## src/sv/pip_pkg.sv

```systemverilog
// Shared types, constants and codes for the point-in-polygon core.
`timescale 1ns / 1ps
`default_nettype none
package pip_pkg;

  localparam int MAX_VERTICES_DEF = 64;
  localparam int COORD_BITS_DEF   = 16;
  localparam int MIN_VERTICES     = 3;

  localparam int VIDX_W      = 6;
  localparam int VCNT_W      = 7;
  localparam int OUT_TDATA_W = 8;

  localparam int CFG_AW = 3;
  localparam int CFG_DW = 32;

  // Register index, taken from the word address bit of paddr.
  localparam logic CFG_VCOUNT_IDX = 1'b0;

  // Input transaction kinds carried on in_tuser.
  localparam logic CMD_WRITE = 1'b0;
  localparam logic CMD_QUERY = 1'b1;

  typedef enum logic [2:0] {
    ST_IDLE,
    ST_WALK,
    ST_CLOSE,
    ST_DRAIN,
    ST_DONE
  } pip_state_t;

  typedef struct packed {
    logic wr_vertex;
    logic load_point;
    logic rd_en;
    logic rd_first;
    logic close_edge;
    logic load_result;
    logic too_few;
  } pip_cmd_t;

  typedef struct packed {
    logic pipe_busy;
    logic out_busy;
  } pip_status_t;

endpackage
`default_nettype wire

```

## src/sv/point_in_polygon_test_core.sv

```systemverilog
// Top level of the point-in-polygon core: ports, configuration register, wiring.
// Vertex write transactions are taken back to back, one per cycle, and give no result.
// A query reads the n vertices in use one per cycle, adds the closing edge and drains a
// three-stage multiply and compare pipeline; its result is registered once any earlier
// result has been taken, and input reopens in the same cycle that result becomes valid.
// With fewer than three vertices a query skips the walk and goes straight to its result.
// Synchronous active-low reset clears control state and vertex_count, not the vertex table.
`timescale 1ns / 1ps
`default_nettype none
module point_in_polygon_test_core #(
  parameter int MAX_VERTICES = pip_pkg::MAX_VERTICES_DEF,
  parameter int COORD_BITS   = pip_pkg::COORD_BITS_DEF,
  localparam int IN_TDATA_W  = ((pip_pkg::VIDX_W + 2 * COORD_BITS + 7) / 8) * 8
) (
  input  wire logic                          clk,
  input  wire logic                          rst_n,
  // in_tdata: vertex_index, coord_x, coord_y
  input  wire logic [IN_TDATA_W-1:0]         in_tdata,
  // in_tuser: command
  input  wire logic                          in_tuser,
  input  wire logic                          in_tvalid,
  output logic                               in_tready,
  // out_tdata: inside_res
  output logic [pip_pkg::OUT_TDATA_W-1:0]    out_tdata,
  // out_tuser: too_few_vertices
  output logic                               out_tuser,
  output logic                               out_tvalid,
  input  wire logic                          out_tready,
  input  wire logic                          cfg_psel,
  input  wire logic                          cfg_penable,
  input  wire logic                          cfg_pwrite,
  input  wire logic [pip_pkg::CFG_AW-1:0]    cfg_paddr,
  input  wire logic [pip_pkg::CFG_DW-1:0]    cfg_pwdata,
  output logic [pip_pkg::CFG_DW-1:0]         cfg_prdata,
  output logic                               cfg_pready
);
  import pip_pkg::*;

  localparam int AW    = $clog2(MAX_VERTICES);
  localparam int CNT_W = $clog2(MAX_VERTICES + 1);

  logic [VCNT_W-1:0]      vertex_count_r;
  logic                   cfg_sel_vcount;
  logic [CNT_W-1:0]       n_use;
  pip_cmd_t               cmd;
  pip_status_t            status;
  logic [AW-1:0]          rd_addr;
  logic [VIDX_W-1:0]      in_vidx;
  logic signed [COORD_BITS-1:0] in_x, in_y;
  logic                   out_inside;

  assign cfg_pready     = 1'b1;
  assign cfg_sel_vcount = (cfg_paddr[CFG_AW-1] == CFG_VCOUNT_IDX);
  assign cfg_prdata     = cfg_sel_vcount ? CFG_DW'(vertex_count_r) : '0;

  always_ff @(posedge clk) begin
    if (!rst_n) begin
      vertex_count_r <= '0;
    end else if (cfg_psel && cfg_penable && cfg_pwrite && cfg_pready && cfg_sel_vcount) begin
      vertex_count_r <= cfg_pwdata[VCNT_W-1:0];
    end
  end

  assign n_use = (32'(vertex_count_r) > 32'(MAX_VERTICES)) ? CNT_W'(MAX_VERTICES)
                                                           : CNT_W'(vertex_count_r);

  assign in_vidx = in_tdata[VIDX_W-1:0];
  assign in_x    = in_tdata[VIDX_W +: COORD_BITS];
  assign in_y    = in_tdata[VIDX_W + COORD_BITS +: COORD_BITS];

  pip_ctrl #(
    .MAX_VERTICES (MAX_VERTICES),
    .CNT_W        (CNT_W),
    .AW           (AW)
  ) u_ctrl (
    .clk       (clk),
    .rst_n     (rst_n),
    .in_tvalid (in_tvalid),
    .in_tready (in_tready),
    .in_kind   (in_tuser),
    .n_use     (n_use),
    .status    (status),
    .cmd       (cmd),
    .rd_addr   (rd_addr)
  );

  pip_datapath #(
    .MAX_VERTICES (MAX_VERTICES),
    .COORD_BITS   (COORD_BITS),
    .AW           (AW)
  ) u_datapath (
    .clk        (clk),
    .rst_n      (rst_n),
    .cmd        (cmd),
    .rd_addr    (rd_addr),
    .wr_idx     (in_vidx),
    .coord_x    (in_x),
    .coord_y    (in_y),
    .status     (status),
    .out_tready (out_tready),
    .out_tvalid (out_tvalid),
    .out_inside (out_inside),
    .out_few    (out_tuser)
  );

  assign out_tdata = OUT_TDATA_W'(out_inside);

endmodule
`default_nettype wire

```

## src/sv/pip_ctrl.sv

```systemverilog
// Sequencer that walks the vertex table for each query and hands off the result.
`timescale 1ns / 1ps
`default_nettype none
module pip_ctrl #(
  parameter int MAX_VERTICES = 64,
  parameter int CNT_W        = 7,
  parameter int AW           = 6
) (
  input  wire logic                 clk,
  input  wire logic                 rst_n,
  input  wire logic                 in_tvalid,
  output logic                      in_tready,
  input  wire logic                 in_kind,
  input  wire logic [CNT_W-1:0]     n_use,
  input  wire pip_pkg::pip_status_t status,
  output pip_pkg::pip_cmd_t         cmd,
  output logic [AW-1:0]             rd_addr
);
  import pip_pkg::*;

  pip_state_t       state_r, state_nxt;
  logic [CNT_W-1:0] rd_idx_r, rd_idx_nxt;
  logic [CNT_W-1:0] n_r, n_nxt;
  logic             too_few_r, too_few_nxt;
  logic             accept;
  logic             few;

  assign accept = in_tvalid && in_tready;
  assign few    = (32'(n_use) < 32'(MIN_VERTICES));

  always_comb begin
    state_nxt   = state_r;
    rd_idx_nxt  = rd_idx_r;
    n_nxt       = n_r;
    too_few_nxt = too_few_r;
    unique case (state_r)
      ST_IDLE: begin
        if (accept && in_kind == CMD_QUERY) begin
          too_few_nxt = few;
          n_nxt       = n_use;
          rd_idx_nxt  = '0;
          state_nxt   = few ? ST_DONE : ST_WALK;
        end
      end
      ST_WALK: begin
        rd_idx_nxt = rd_idx_r + CNT_W'(1);
        if (rd_idx_r == n_r - CNT_W'(1)) begin
          state_nxt = ST_CLOSE;
        end
      end
      ST_CLOSE: state_nxt = ST_DRAIN;
      ST_DRAIN: begin
        if (!status.pipe_busy) begin
          state_nxt = ST_DONE;
        end
      end
      ST_DONE: begin
        if (!status.out_busy) begin
          state_nxt = ST_IDLE;
        end
      end
      default: state_nxt = ST_IDLE;
    endcase
  end

  // In idle the input is always ready, so tvalid alone marks a transaction.
  always_comb begin
    cmd       = '0;
    in_tready = 1'b0;
    rd_addr   = rd_idx_r[AW-1:0];
    unique case (state_r)
      ST_IDLE: begin
        in_tready      = 1'b1;
        cmd.wr_vertex  = in_tvalid && in_kind == CMD_WRITE;
        cmd.load_point = in_tvalid && in_kind == CMD_QUERY;
      end
      ST_WALK: begin
        cmd.rd_en    = 1'b1;
        cmd.rd_first = (rd_idx_r == '0);
      end
      ST_CLOSE: cmd.close_edge = 1'b1;
      ST_DRAIN: cmd = '0;
      ST_DONE: begin
        cmd.load_result = !status.out_busy;
        cmd.too_few     = too_few_r;
      end
      default: cmd = '0;
    endcase
  end

  always_ff @(posedge clk) begin
    if (!rst_n) begin
      state_r   <= ST_IDLE;
      rd_idx_r  <= '0;
      n_r       <= '0;
      too_few_r <= 1'b0;
    end else begin
      state_r   <= state_nxt;
      rd_idx_r  <= rd_idx_nxt;
      n_r       <= n_nxt;
      too_few_r <= too_few_nxt;
    end
  end

endmodule
`default_nettype wire

```

## src/sv/pip_datapath.sv

```systemverilog
// Vertex table, edge crossing pipeline, parity counter and result register.
`timescale 1ns / 1ps
`default_nettype none
module pip_datapath #(
  parameter int MAX_VERTICES = 64,
  parameter int COORD_BITS   = 16,
  parameter int AW           = 6
) (
  input  wire logic                         clk,
  input  wire logic                         rst_n,
  input  wire pip_pkg::pip_cmd_t            cmd,
  input  wire logic [AW-1:0]                rd_addr,
  input  wire logic [pip_pkg::VIDX_W-1:0]   wr_idx,
  input  wire logic signed [COORD_BITS-1:0] coord_x,
  input  wire logic signed [COORD_BITS-1:0] coord_y,
  output pip_pkg::pip_status_t              status,
  input  wire logic                         out_tready,
  output logic                              out_tvalid,
  output logic                              out_inside,
  output logic                              out_few
);
  import pip_pkg::*;

  localparam int W = COORD_BITS;
  localparam int E = COORD_BITS + 1;
  localparam int P = 2 * E;

  logic [2*W-1:0] mem [MAX_VERTICES];
  logic [2*W-1:0] mem_q_r;

  logic signed [W-1:0] px_r, py_r;
  logic signed [W-1:0] v0x_r, v0y_r;
  logic signed [W-1:0] xi_r, yi_r;
  logic signed [W-1:0] xj, yj;

  logic s0_vld_r, s0_first_r, s0_close_r;
  logic s1_vld_r, s2_vld_r;
  logic edge_vld, straddle;

  logic signed [E-1:0] a_r, c_r, d_r, dy_r;
  logic signed [P-1:0] p1_r, p2_r;
  logic                s2_dyneg_r;
  logic signed [P:0]   diff;
  logic                edge_hit;
  logic                parity_r;

  logic out_valid_r, out_inside_r, out_few_r;

  always_ff @(posedge clk) begin
    if (cmd.wr_vertex && (32'(wr_idx) < 32'(MAX_VERTICES))) begin
      mem[AW'(wr_idx)] <= {coord_y, coord_x};
    end
    if (cmd.rd_en) begin
      mem_q_r <= mem[rd_addr];
    end
  end

  // The closing edge runs from the last vertex back to vertex zero.
  assign xj = s0_close_r ? v0x_r : mem_q_r[W-1:0];
  assign yj = s0_close_r ? v0y_r : mem_q_r[2*W-1:W];

  assign edge_vld = s0_vld_r && !s0_first_r;
  assign straddle = ((yi_r <= py_r) && (yj > py_r)) || ((yi_r > py_r) && (yj <= py_r));

  // Sign of px*dy-style cross product against dy decides left of the edge.
  assign diff     = {p1_r[P-1], p1_r} - {p2_r[P-1], p2_r};
  assign edge_hit = s2_vld_r && (diff != '0) && (diff[P] != s2_dyneg_r);

  always_ff @(posedge clk) begin
    if (cmd.load_point) begin
      px_r <= coord_x;
      py_r <= coord_y;
    end
    if (s0_vld_r) begin
      xi_r <= xj;
      yi_r <= yj;
      if (s0_first_r) begin
        v0x_r <= xj;
        v0y_r <= yj;
      end
    end
    a_r        <= {px_r[W-1], px_r} - {xi_r[W-1], xi_r};
    c_r        <= {py_r[W-1], py_r} - {yi_r[W-1], yi_r};
    d_r        <= {xj[W-1], xj} - {xi_r[W-1], xi_r};
    dy_r       <= {yj[W-1], yj} - {yi_r[W-1], yi_r};
    p1_r       <= a_r * dy_r;
    p2_r       <= c_r * d_r;
    s2_dyneg_r <= dy_r[E-1];
  end

  always_ff @(posedge clk) begin
    if (!rst_n) begin
      s0_vld_r    <= 1'b0;
      s0_first_r  <= 1'b0;
      s0_close_r  <= 1'b0;
      s1_vld_r    <= 1'b0;
      s2_vld_r    <= 1'b0;
      parity_r    <= 1'b0;
      out_valid_r <= 1'b0;
      out_inside_r <= 1'b0;
      out_few_r   <= 1'b0;
    end else begin
      s0_vld_r   <= cmd.rd_en || cmd.close_edge;
      s0_first_r <= cmd.rd_first;
      s0_close_r <= cmd.close_edge;
      s1_vld_r   <= edge_vld && straddle;
      s2_vld_r   <= s1_vld_r;
      if (cmd.load_point) begin
        parity_r <= 1'b0;
      end else if (edge_hit) begin
        parity_r <= !parity_r;
      end
      if (cmd.load_result) begin
        out_valid_r  <= 1'b1;
        out_inside_r <= !cmd.too_few && parity_r;
        out_few_r    <= cmd.too_few;
      end else if (out_tready) begin
        out_valid_r <= 1'b0;
      end
    end
  end

  assign status.pipe_busy = s0_vld_r || s1_vld_r || s2_vld_r;
  assign status.out_busy  = out_valid_r && !out_tready;

  assign out_tvalid = out_valid_r;
  assign out_inside = out_inside_r;
  assign out_few    = out_few_r;

endmodule
`default_nettype wire

```

## config.mk

```make
export PLATFORM = sky130hd
export DESIGN_NAME = point_in_polygon_test_core
export DESIGN_NICKNAME = d
export VERILOG_FILES = /design/src/sv/pip_pkg.sv /design/src/sv/point_in_polygon_test_core.sv /design/src/sv/pip_ctrl.sv /design/src/sv/pip_datapath.sv
export SDC_FILE = /design/constraint.sdc
export NUM_CORES = 2
export LEC_CHECK = 0
export ABC_CLOCK_PERIOD_IN_PS = 7400
export BUFFER_PORTS_ARGS = -buffer_cell sky130_fd_sc_hd__buf_2
export CAP_MARGIN = 20
export CORE_UTILIZATION = 61
export DETAILED_ROUTE_END_ITERATION = 12
export PLACE_DENSITY = 0.8
export SYNTH_ARGS = -nofsm -noshare
export SYNTH_HDL_FRONTEND = slang
export SYNTH_SLANG_ARGS = --single-unit
```

## constraint.sdc

```tcl
create_clock -name clk -period 7.4 [get_ports clk]
set_input_delay 1.48 -clock clk [delete_from_list [all_inputs] [get_ports clk]]
set_output_delay 1.48 -clock clk [all_outputs]
set_load 0.005 [all_outputs]
```

* After elaboration in Yosys (flattened, before gate mapping) *
Memories as Yosys holds them, arrays and structs flattened. A register that Yosys moved wholly into a read port is not among the register bits.
Cells that the tools add are included.

cells by class
  $add $sub $neg = 7
  multiply operators = 2
  divide/modulo/power cells = 0
  $lt $le $gt $ge = 6
  equal/unequal tests = 10
  shift operators = 0
  multiplexer cells = 21
  bitwise logic cells = 3
  reductions and logical operators = 35

operators with widths
  operator               count
  $mul A17 B17 Y34       2
  $sub A16 B16 Y17       4
  $reduce_bool A35 Y1    1
  $sub A34 B34 Y35       1
  $gt A16 B16 Y1         2
  $le A16 B16 Y1         2
  $mux W16               2
  $mux W7                3
  $logic_and A1 B1 Y1    15
  $mux W3                5
  $pmux W3 S5            1
  $pmux W7 S2            1
  $reduce_and A2 Y1      4
  $add A7 B1 Y7 const B  1
  $eq A7 B7 Y1           1
  $gt A7 B7 Y1 const B   1
  $logic_not A7 Y1       1
  $lt A7 B2 Y1 const B   1
  $sub A7 B1 Y7 const B  1
  $eq A3 B2 Y1 const B   2
  $mux W1                6
  $mux W2                3
  $logic_not A1 Y1       5
  $logic_or A1 B1 Y1     4
  other kinds (10)       15

word-level totals
  bits in registers = 267
  latch bits = 0
  RAM bits = 2048
  bits in read-only memories = 0
  input bits = 83
  memories kept = 1

memories
  memory          depth  width  rd ports  clocked after Yosys merged registers in  write ports  line                RTL
  u_datapath.mem  64     32     1         1                                        1            pip_datapath.sv:28  logic [2*W-1:0] mem [MAX_VERTICES];

* Logic depth before layout (Yosys ltp) *
  word-level depth = 6
  gate-level depth with buffers = 26

* Cells and area by module *
Synthesis repeated with hierarchy kept, for this count alone.

second synthesis, totals
  cell total of the unflattened synthesis = 6708
  area, all modules = 113651.5 µm²

modules (own cells, without submodules)
  module                      times used  cells an instance  area each (µm²)  seq. area each (µm²)
  pip_datapath                1           6471               111842.3         68265.5
  pip_ctrl                    1           156                1156.1           360.3
  point_in_polygon_test_core  1           81                 653.1            140.1

* Worst setup path before layout *
No wires, ideal clock.

  kind = register to register
  from = reg u_datapath.d_r[8]
  to = reg u_datapath.p2_r[33]
  data arrival time = 6.264 ns
  required time = 7.328 ns
  setup slack = 1.064 ns
  cell stages (with the launch flop) = 25
  buffers on the path = 2
  period minus slack after synthesis = 6.336 ns
  cell sequence = dfxtp_1 clkbuf_1 clkbuf_1 nand2_1 fa_1 inv_1 fa_1 fa_1 fa_1 fa_1 inv_1 fa_1 inv_1 ha_1 a21oi_1 nor2b_1 or4b_1 o21ai_0 a31oi_1 a41oi_1 a2111oi_0 o21a_1 o21a_1 o41ai_1 xnor2_1

between the ends
  word-level cells in the longest chain between the ends = 1

RTL lines
  what                    line                RTL
  start, declared         pip_datapath.sv:40  logic signed [E-1:0] a_r, c_r, d_r, dy_r;
  start signal, assigned  pip_datapath.sv:84  d_r <= {xj[W-1], xj} - {xi_r[W-1], xi_r};
  $mul A17 B17 Y34        pip_datapath.sv:87  p2_r <= c_r * d_r;
  end signal, assigned    pip_datapath.sv:87
  end, declared           pip_datapath.sv:41  logic signed [P-1:0] p1_r, p2_r;

Every way passes these cells.
A chain may end at the register's enable or synchronous reset.

* Worst setup path in the final report *
  from = reg u_datapath.d_r[3]
  to = reg u_datapath.p2_r[33]

Same word-level chain as after synthesis.

==> results.txt <==
----------------------------------------------------
[Timing]
  Setup TNS ... 0 ps
  RSZ-0062 raised after global routing ... no
  Number of slew-limit violations in the final report ... 0
  Headroom to the max-slew limit ... 0.174
  Number of failing setup endpoints in the final timing report ... 0
  Transition time at the pin with the least slew margin ... 1240 ps
  Period utilization ... 0.955
  Post-route clock skew ... ~150 ps
  Final min period ... 7060 ps
  Highest Clock Rate ... 142 MHz
  Hold violation total from the final report ... 0

[Clock network]
  Count of hold-fix buffers inserted at cts ... 0
  Resized Gates After CTS ... 0
  H-tree depth reported by CTS ... 4
  Number of sinks driven by the clock tree ... about 2,300
  Clock transition at path regs ... 60 ps
  Number of buffers added by the clock tree synthesis step ... 217
  Number of buffers on the longest clock path ... 3
  Clock root cell ... sky130_fd_sc_hd__clkbuf_16
  Clock Latency Late Sink ... 940 ps
  Clock tree from TritonCTS ... yes
  Post-CTS setup buffer count ... 0

[Setup path]
  FF-to-FF path depth ... 21
  Kind of launch point of the worst setup path ... flip-flop
  Critical Path End Type ... flip-flop
  Critical register-to-register path startpoint ... u_datapath.d_r[3]
  Most prevalent standard cell on the critical path ... sky130_fd_sc_hd__fa_1
  Slowest CP cell ... sky130_fd_sc_hd__dfxtp_1
  CP required ... 8140 ps
  Crit path largest cell delay ... 680 ps
  Critical path, cell by cell ... nand2_1 > fa_1 > fa_1 > fa_1 > fa_1 > inv_1 > fa_1 > inv_1 > fa_1 > inv_1 > ha_1 > nand2_1 > nor4b_1 > o21ai_1 > a31oi_1 > a41oi_1 > a2111oi_0 > o21a_1 > o21a_1 > o41ai_1 > xnor2_1
  Critical path arrival ... roughly 8000 ps
  Register-to-register setup slack ... around 340 ps
  Critical path fanouts, max ... 12
  FF-to-FF End ... u_datapath.p2_r[33]
  Class of the most critical setup path ... reg2reg

[Cells and area]
  Fin nets ... 7,910
  Area growth, synth to finish ... 10.3%
  Share of post-route cells with drive strength above 1 ... 0.183
  Finished Layout Cells ... 9,607
  Area of all placed cells without fillers ... 125,000 µm²

[Place]
  Routability-driven placement congestion ratio ... between 0.9 and 1
  PortBufs ... 64
  Cell area reported after detailed placement ... 117,000 µm²
  Cells after DPL ... 9,165
  Detailed-placement wirelength estimate ... 169,000 µm

[Synthesis]
  Number of instances in the synthesized netlist ... 6,743
  Most instantiated flip-flop cell in the synthesis netlist ... sky130_fd_sc_hd__edfxtp_1
  Synthesis-stage register bit count ... 2,347
  Synthesized area per cell ... 16.8 µm²
  Yosys warning total ... 0
  Proportion of synthesized chip area in sequential cells ... 0.607
  Count of cell types in the netlist ... 79
  Ys async rst share ... 0
  EDFF count, synth ... 2,176
  Post-synthesis instance area ... 113,000 µm²

[Routing]
  Vias after detailed routing ... 63,800
  DRC Markers ... 0
  Post-detailed-route via-to-cell ratio ... between 6 and 7
  Number of nets still failing antenna checks after routing ... 0
  Drt total wl ... slightly above 300,000 µm
  Drt first pass iters ... 6
  Mean routed wirelength per cell ... roughly 32 µm
  Number of DRC markers in iteration 0 ... between 8,000 and 9,000

[Global route]
  Met2 Usage GRT ... 0.563
  Antenna violations before repair ... 20
  Overall overflow remaining after global route ... 0
  M1 GR Usage ... 0.404
  GR peak layer ... met2
  Global-route usage over all layers ... 0.334
  Via count of the first global-routing pass ... 65,700
  Met3 Use GR ... 0.0644
  Maximum number of pins on one net before global-route repair ... about 160
  First-pass GRT wire length ... 444,000 µm

[Min path]
  Hold Path Sink ... u_datapath.s2_vld_r
  Startpoint of the lowest-slack hold path ... u_datapath.s1_vld_r
  Worst hold path type ... reg2reg
  Cell depth of the worst hold path ... 1

[Floorplan]
  Vertical extent of the die ... approximately 430 µm
  Die X-Extent ... approximately 430 µm
  Num ports ... 127
  Number of cell rows ... 157
  Die footprint ... between 150,000 and 200,000 µm²
  Initial Util ... 0.616
  Core Box Area ... 184,000 µm²

[Status]
  Run status ... completed

[Run]
  Number of violations of the max-capacitance limit ... 0

----------------------------------------------------
==> registers in the layout, summed over array words and instances, names as in the netlist, 3 cells and up <==
register,cells
u_datapath.a_r,17
u_datapath.px_r,16
u_datapath.dy_r,17
u_datapath.p2_r,34
vertex_count_r,7
u_datapath.mem_q_r,32
u_datapath.d_r,17
u_datapath.py_r,16
u_datapath.p1_r,34
u_datapath.yi_r,16
u_datapath.mem,2048
u_ctrl.rd_idx_r,7
u_ctrl.state_r,3
u_datapath.v0x_r,16
u_datapath.c_r,17
u_ctrl.n_r,7
u_datapath.v0y_r,16
u_datapath.xi_r,16
==> cells by family after synthesis <==
| family | Yosys count | share of synthesized area |
|---|---|---|
| flip-flops | 2347 | 0.607 |
| AND/OR/NAND/NOR | 1122 | 0.0486 |
| buffers and inverters | 1061 | 0.0367 |
| adder cells (fa/ha/maj) | 884 | 0.137 |
| multiplexers | 739 | 0.134 |
| AO/OA/AOI/OAI | 453 | 0.0265 |
| XOR/XNOR | 135 | 0.0104 |
| other | 2 | 0.0000663 |
==> synthesized netlist by cell type (36+ instances only) <==
master / instances / area share
sky130_fd_sc_hd__a21o_1: 36 / 0.0024
sky130_fd_sc_hd__a21oi_1: 103 / 0.0045
sky130_fd_sc_hd__and2_1: 295 / 0.016
sky130_fd_sc_hd__buf_1: 51 / 0.0017
sky130_fd_sc_hd__buf_2: 36 / 0.0016
sky130_fd_sc_hd__clkbuf_1: 170 / 0.0056
sky130_fd_sc_hd__dfxtp_1: 171 / 0.030
sky130_fd_sc_hd__edfxtp_1: 2176 / 0.58
sky130_fd_sc_hd__fa_1: 596 / 0.11
sky130_fd_sc_hd__ha_1: 288 / 0.032
sky130_fd_sc_hd__inv_1: 768 / 0.025
sky130_fd_sc_hd__mux2_2: 36 / 0.0036
sky130_fd_sc_hd__mux2i_1: 87 / 0.0077
sky130_fd_sc_hd__mux4_2: 616 / 0.12
sky130_fd_sc_hd__nand2_1: 366 / 0.012
sky130_fd_sc_hd__nand3_1: 41 / 0.0018
sky130_fd_sc_hd__nor2_1: 232 / 0.0077
sky130_fd_sc_hd__nor2b_1: 44 / 0.0024
sky130_fd_sc_hd__o21ai_0: 94 / 0.0042
sky130_fd_sc_hd__xnor2_1: 105 / 0.0081
==> critical path, delay by kind of cell (launching register included) <==
| kind | cells | cell delay, ps |
|---|---|---|
| buf+inv | 3 | 140 |
| compound gates | 7 | 1880 |
| simple gates | 3 | 740 |
| fa+ha+maj | 7 | 3370 |
| xor+xnor | 1 | 130 |
| flops | 1 | 680 |
==> cell usage in the layout, fill, tap and decap left out, types with 41 or more instances in the layout <==
cell	n
sky130_fd_sc_hd__clkbuf_1	48
sky130_fd_sc_hd__mux4_2	616
sky130_fd_sc_hd__clkinv_2	41
sky130_fd_sc_hd__a21oi_1	103
sky130_fd_sc_hd__inv_1	767
sky130_fd_sc_hd__edfxtp_1	2176
sky130_fd_sc_hd__nor2b_1	44
sky130_fd_sc_hd__clkinv_1	42
sky130_fd_sc_hd__o21ai_0	94
sky130_fd_sc_hd__ha_1	288
sky130_fd_sc_hd__clkbuf_16	218
sky130_fd_sc_hd__mux2i_1	87
sky130_fd_sc_hd__nand3_1	41
sky130_fd_sc_hd__nor2_4	64
sky130_fd_sc_hd__nand2_1	366
sky130_fd_sc_hd__dfxtp_1	164
sky130_fd_sc_hd__fa_1	596
sky130_fd_sc_hd__buf_4	145
sky130_fd_sc_hd__xnor2_1	105
sky130_fd_sc_hd__and2_1	295
sky130_fd_sc_hd__buf_2	64
sky130_fd_sc_hd__nor2_1	168
==> final cells by class <==
| class | count | area [µm²] |
|---|---|---|
| Sequential cell | 2347 | 68800 |
| Tap cell | 2464 | 3080 |
| Clock buffer | 269 | 5680 |
| Multi-Input combinational cell | 3366 | 41000 |
| Fill cell | 11300 | 58900 |
| Antenna cell | 15 | 37.5 |
| Inverter | 770 | 2890 |
| Clock inverter | 135 | 1470 |
| Timing Repair Buffer | 241 | 2060 |
==> stage by stage <==
stage / setup WS [ps] / hold WS (ps) / util
6_report: 335 / 481 / 0.680
3_3_place_gp: 467 / 430 / 0.638
5_1_grt: 19.4 / 517 / 0.680
4_1_cts: 305 / 489 / 0.677
2_1_floorplan: 1060 / 389 / -
3_5_place_dp: 344 / 465 / 0.638
==> how the worst max path moves through the flow <==
stage	from	to	depth (start not counted)
detailed placement	u_datapath.c_r[6]	u_datapath.p2_r[33]	22
global route	u_datapath.d_r[3]	u_datapath.p2_r[33]	21
CTS	u_datapath.c_r[6]	u_datapath.p2_r[33]	22
global placement	u_datapath.c_r[6]	u_datapath.p2_r[33]	22
finish	u_datapath.d_r[3]	u_datapath.p2_r[33]	21
floorplan	u_datapath.d_r[8]	u_datapath.p2_r[33]	24
==> layer usage <==
metal	vias up	share of wire
met3	1130	0.10
met4	12	0.065
li1	25200	-
met1	32700	0.33
met2	4773	0.51
met5	-	0.00033
Power is left out: the tool's default activity adds up to more than one toggle a clock period on the data nets, which glitch-free logic cannot reach.
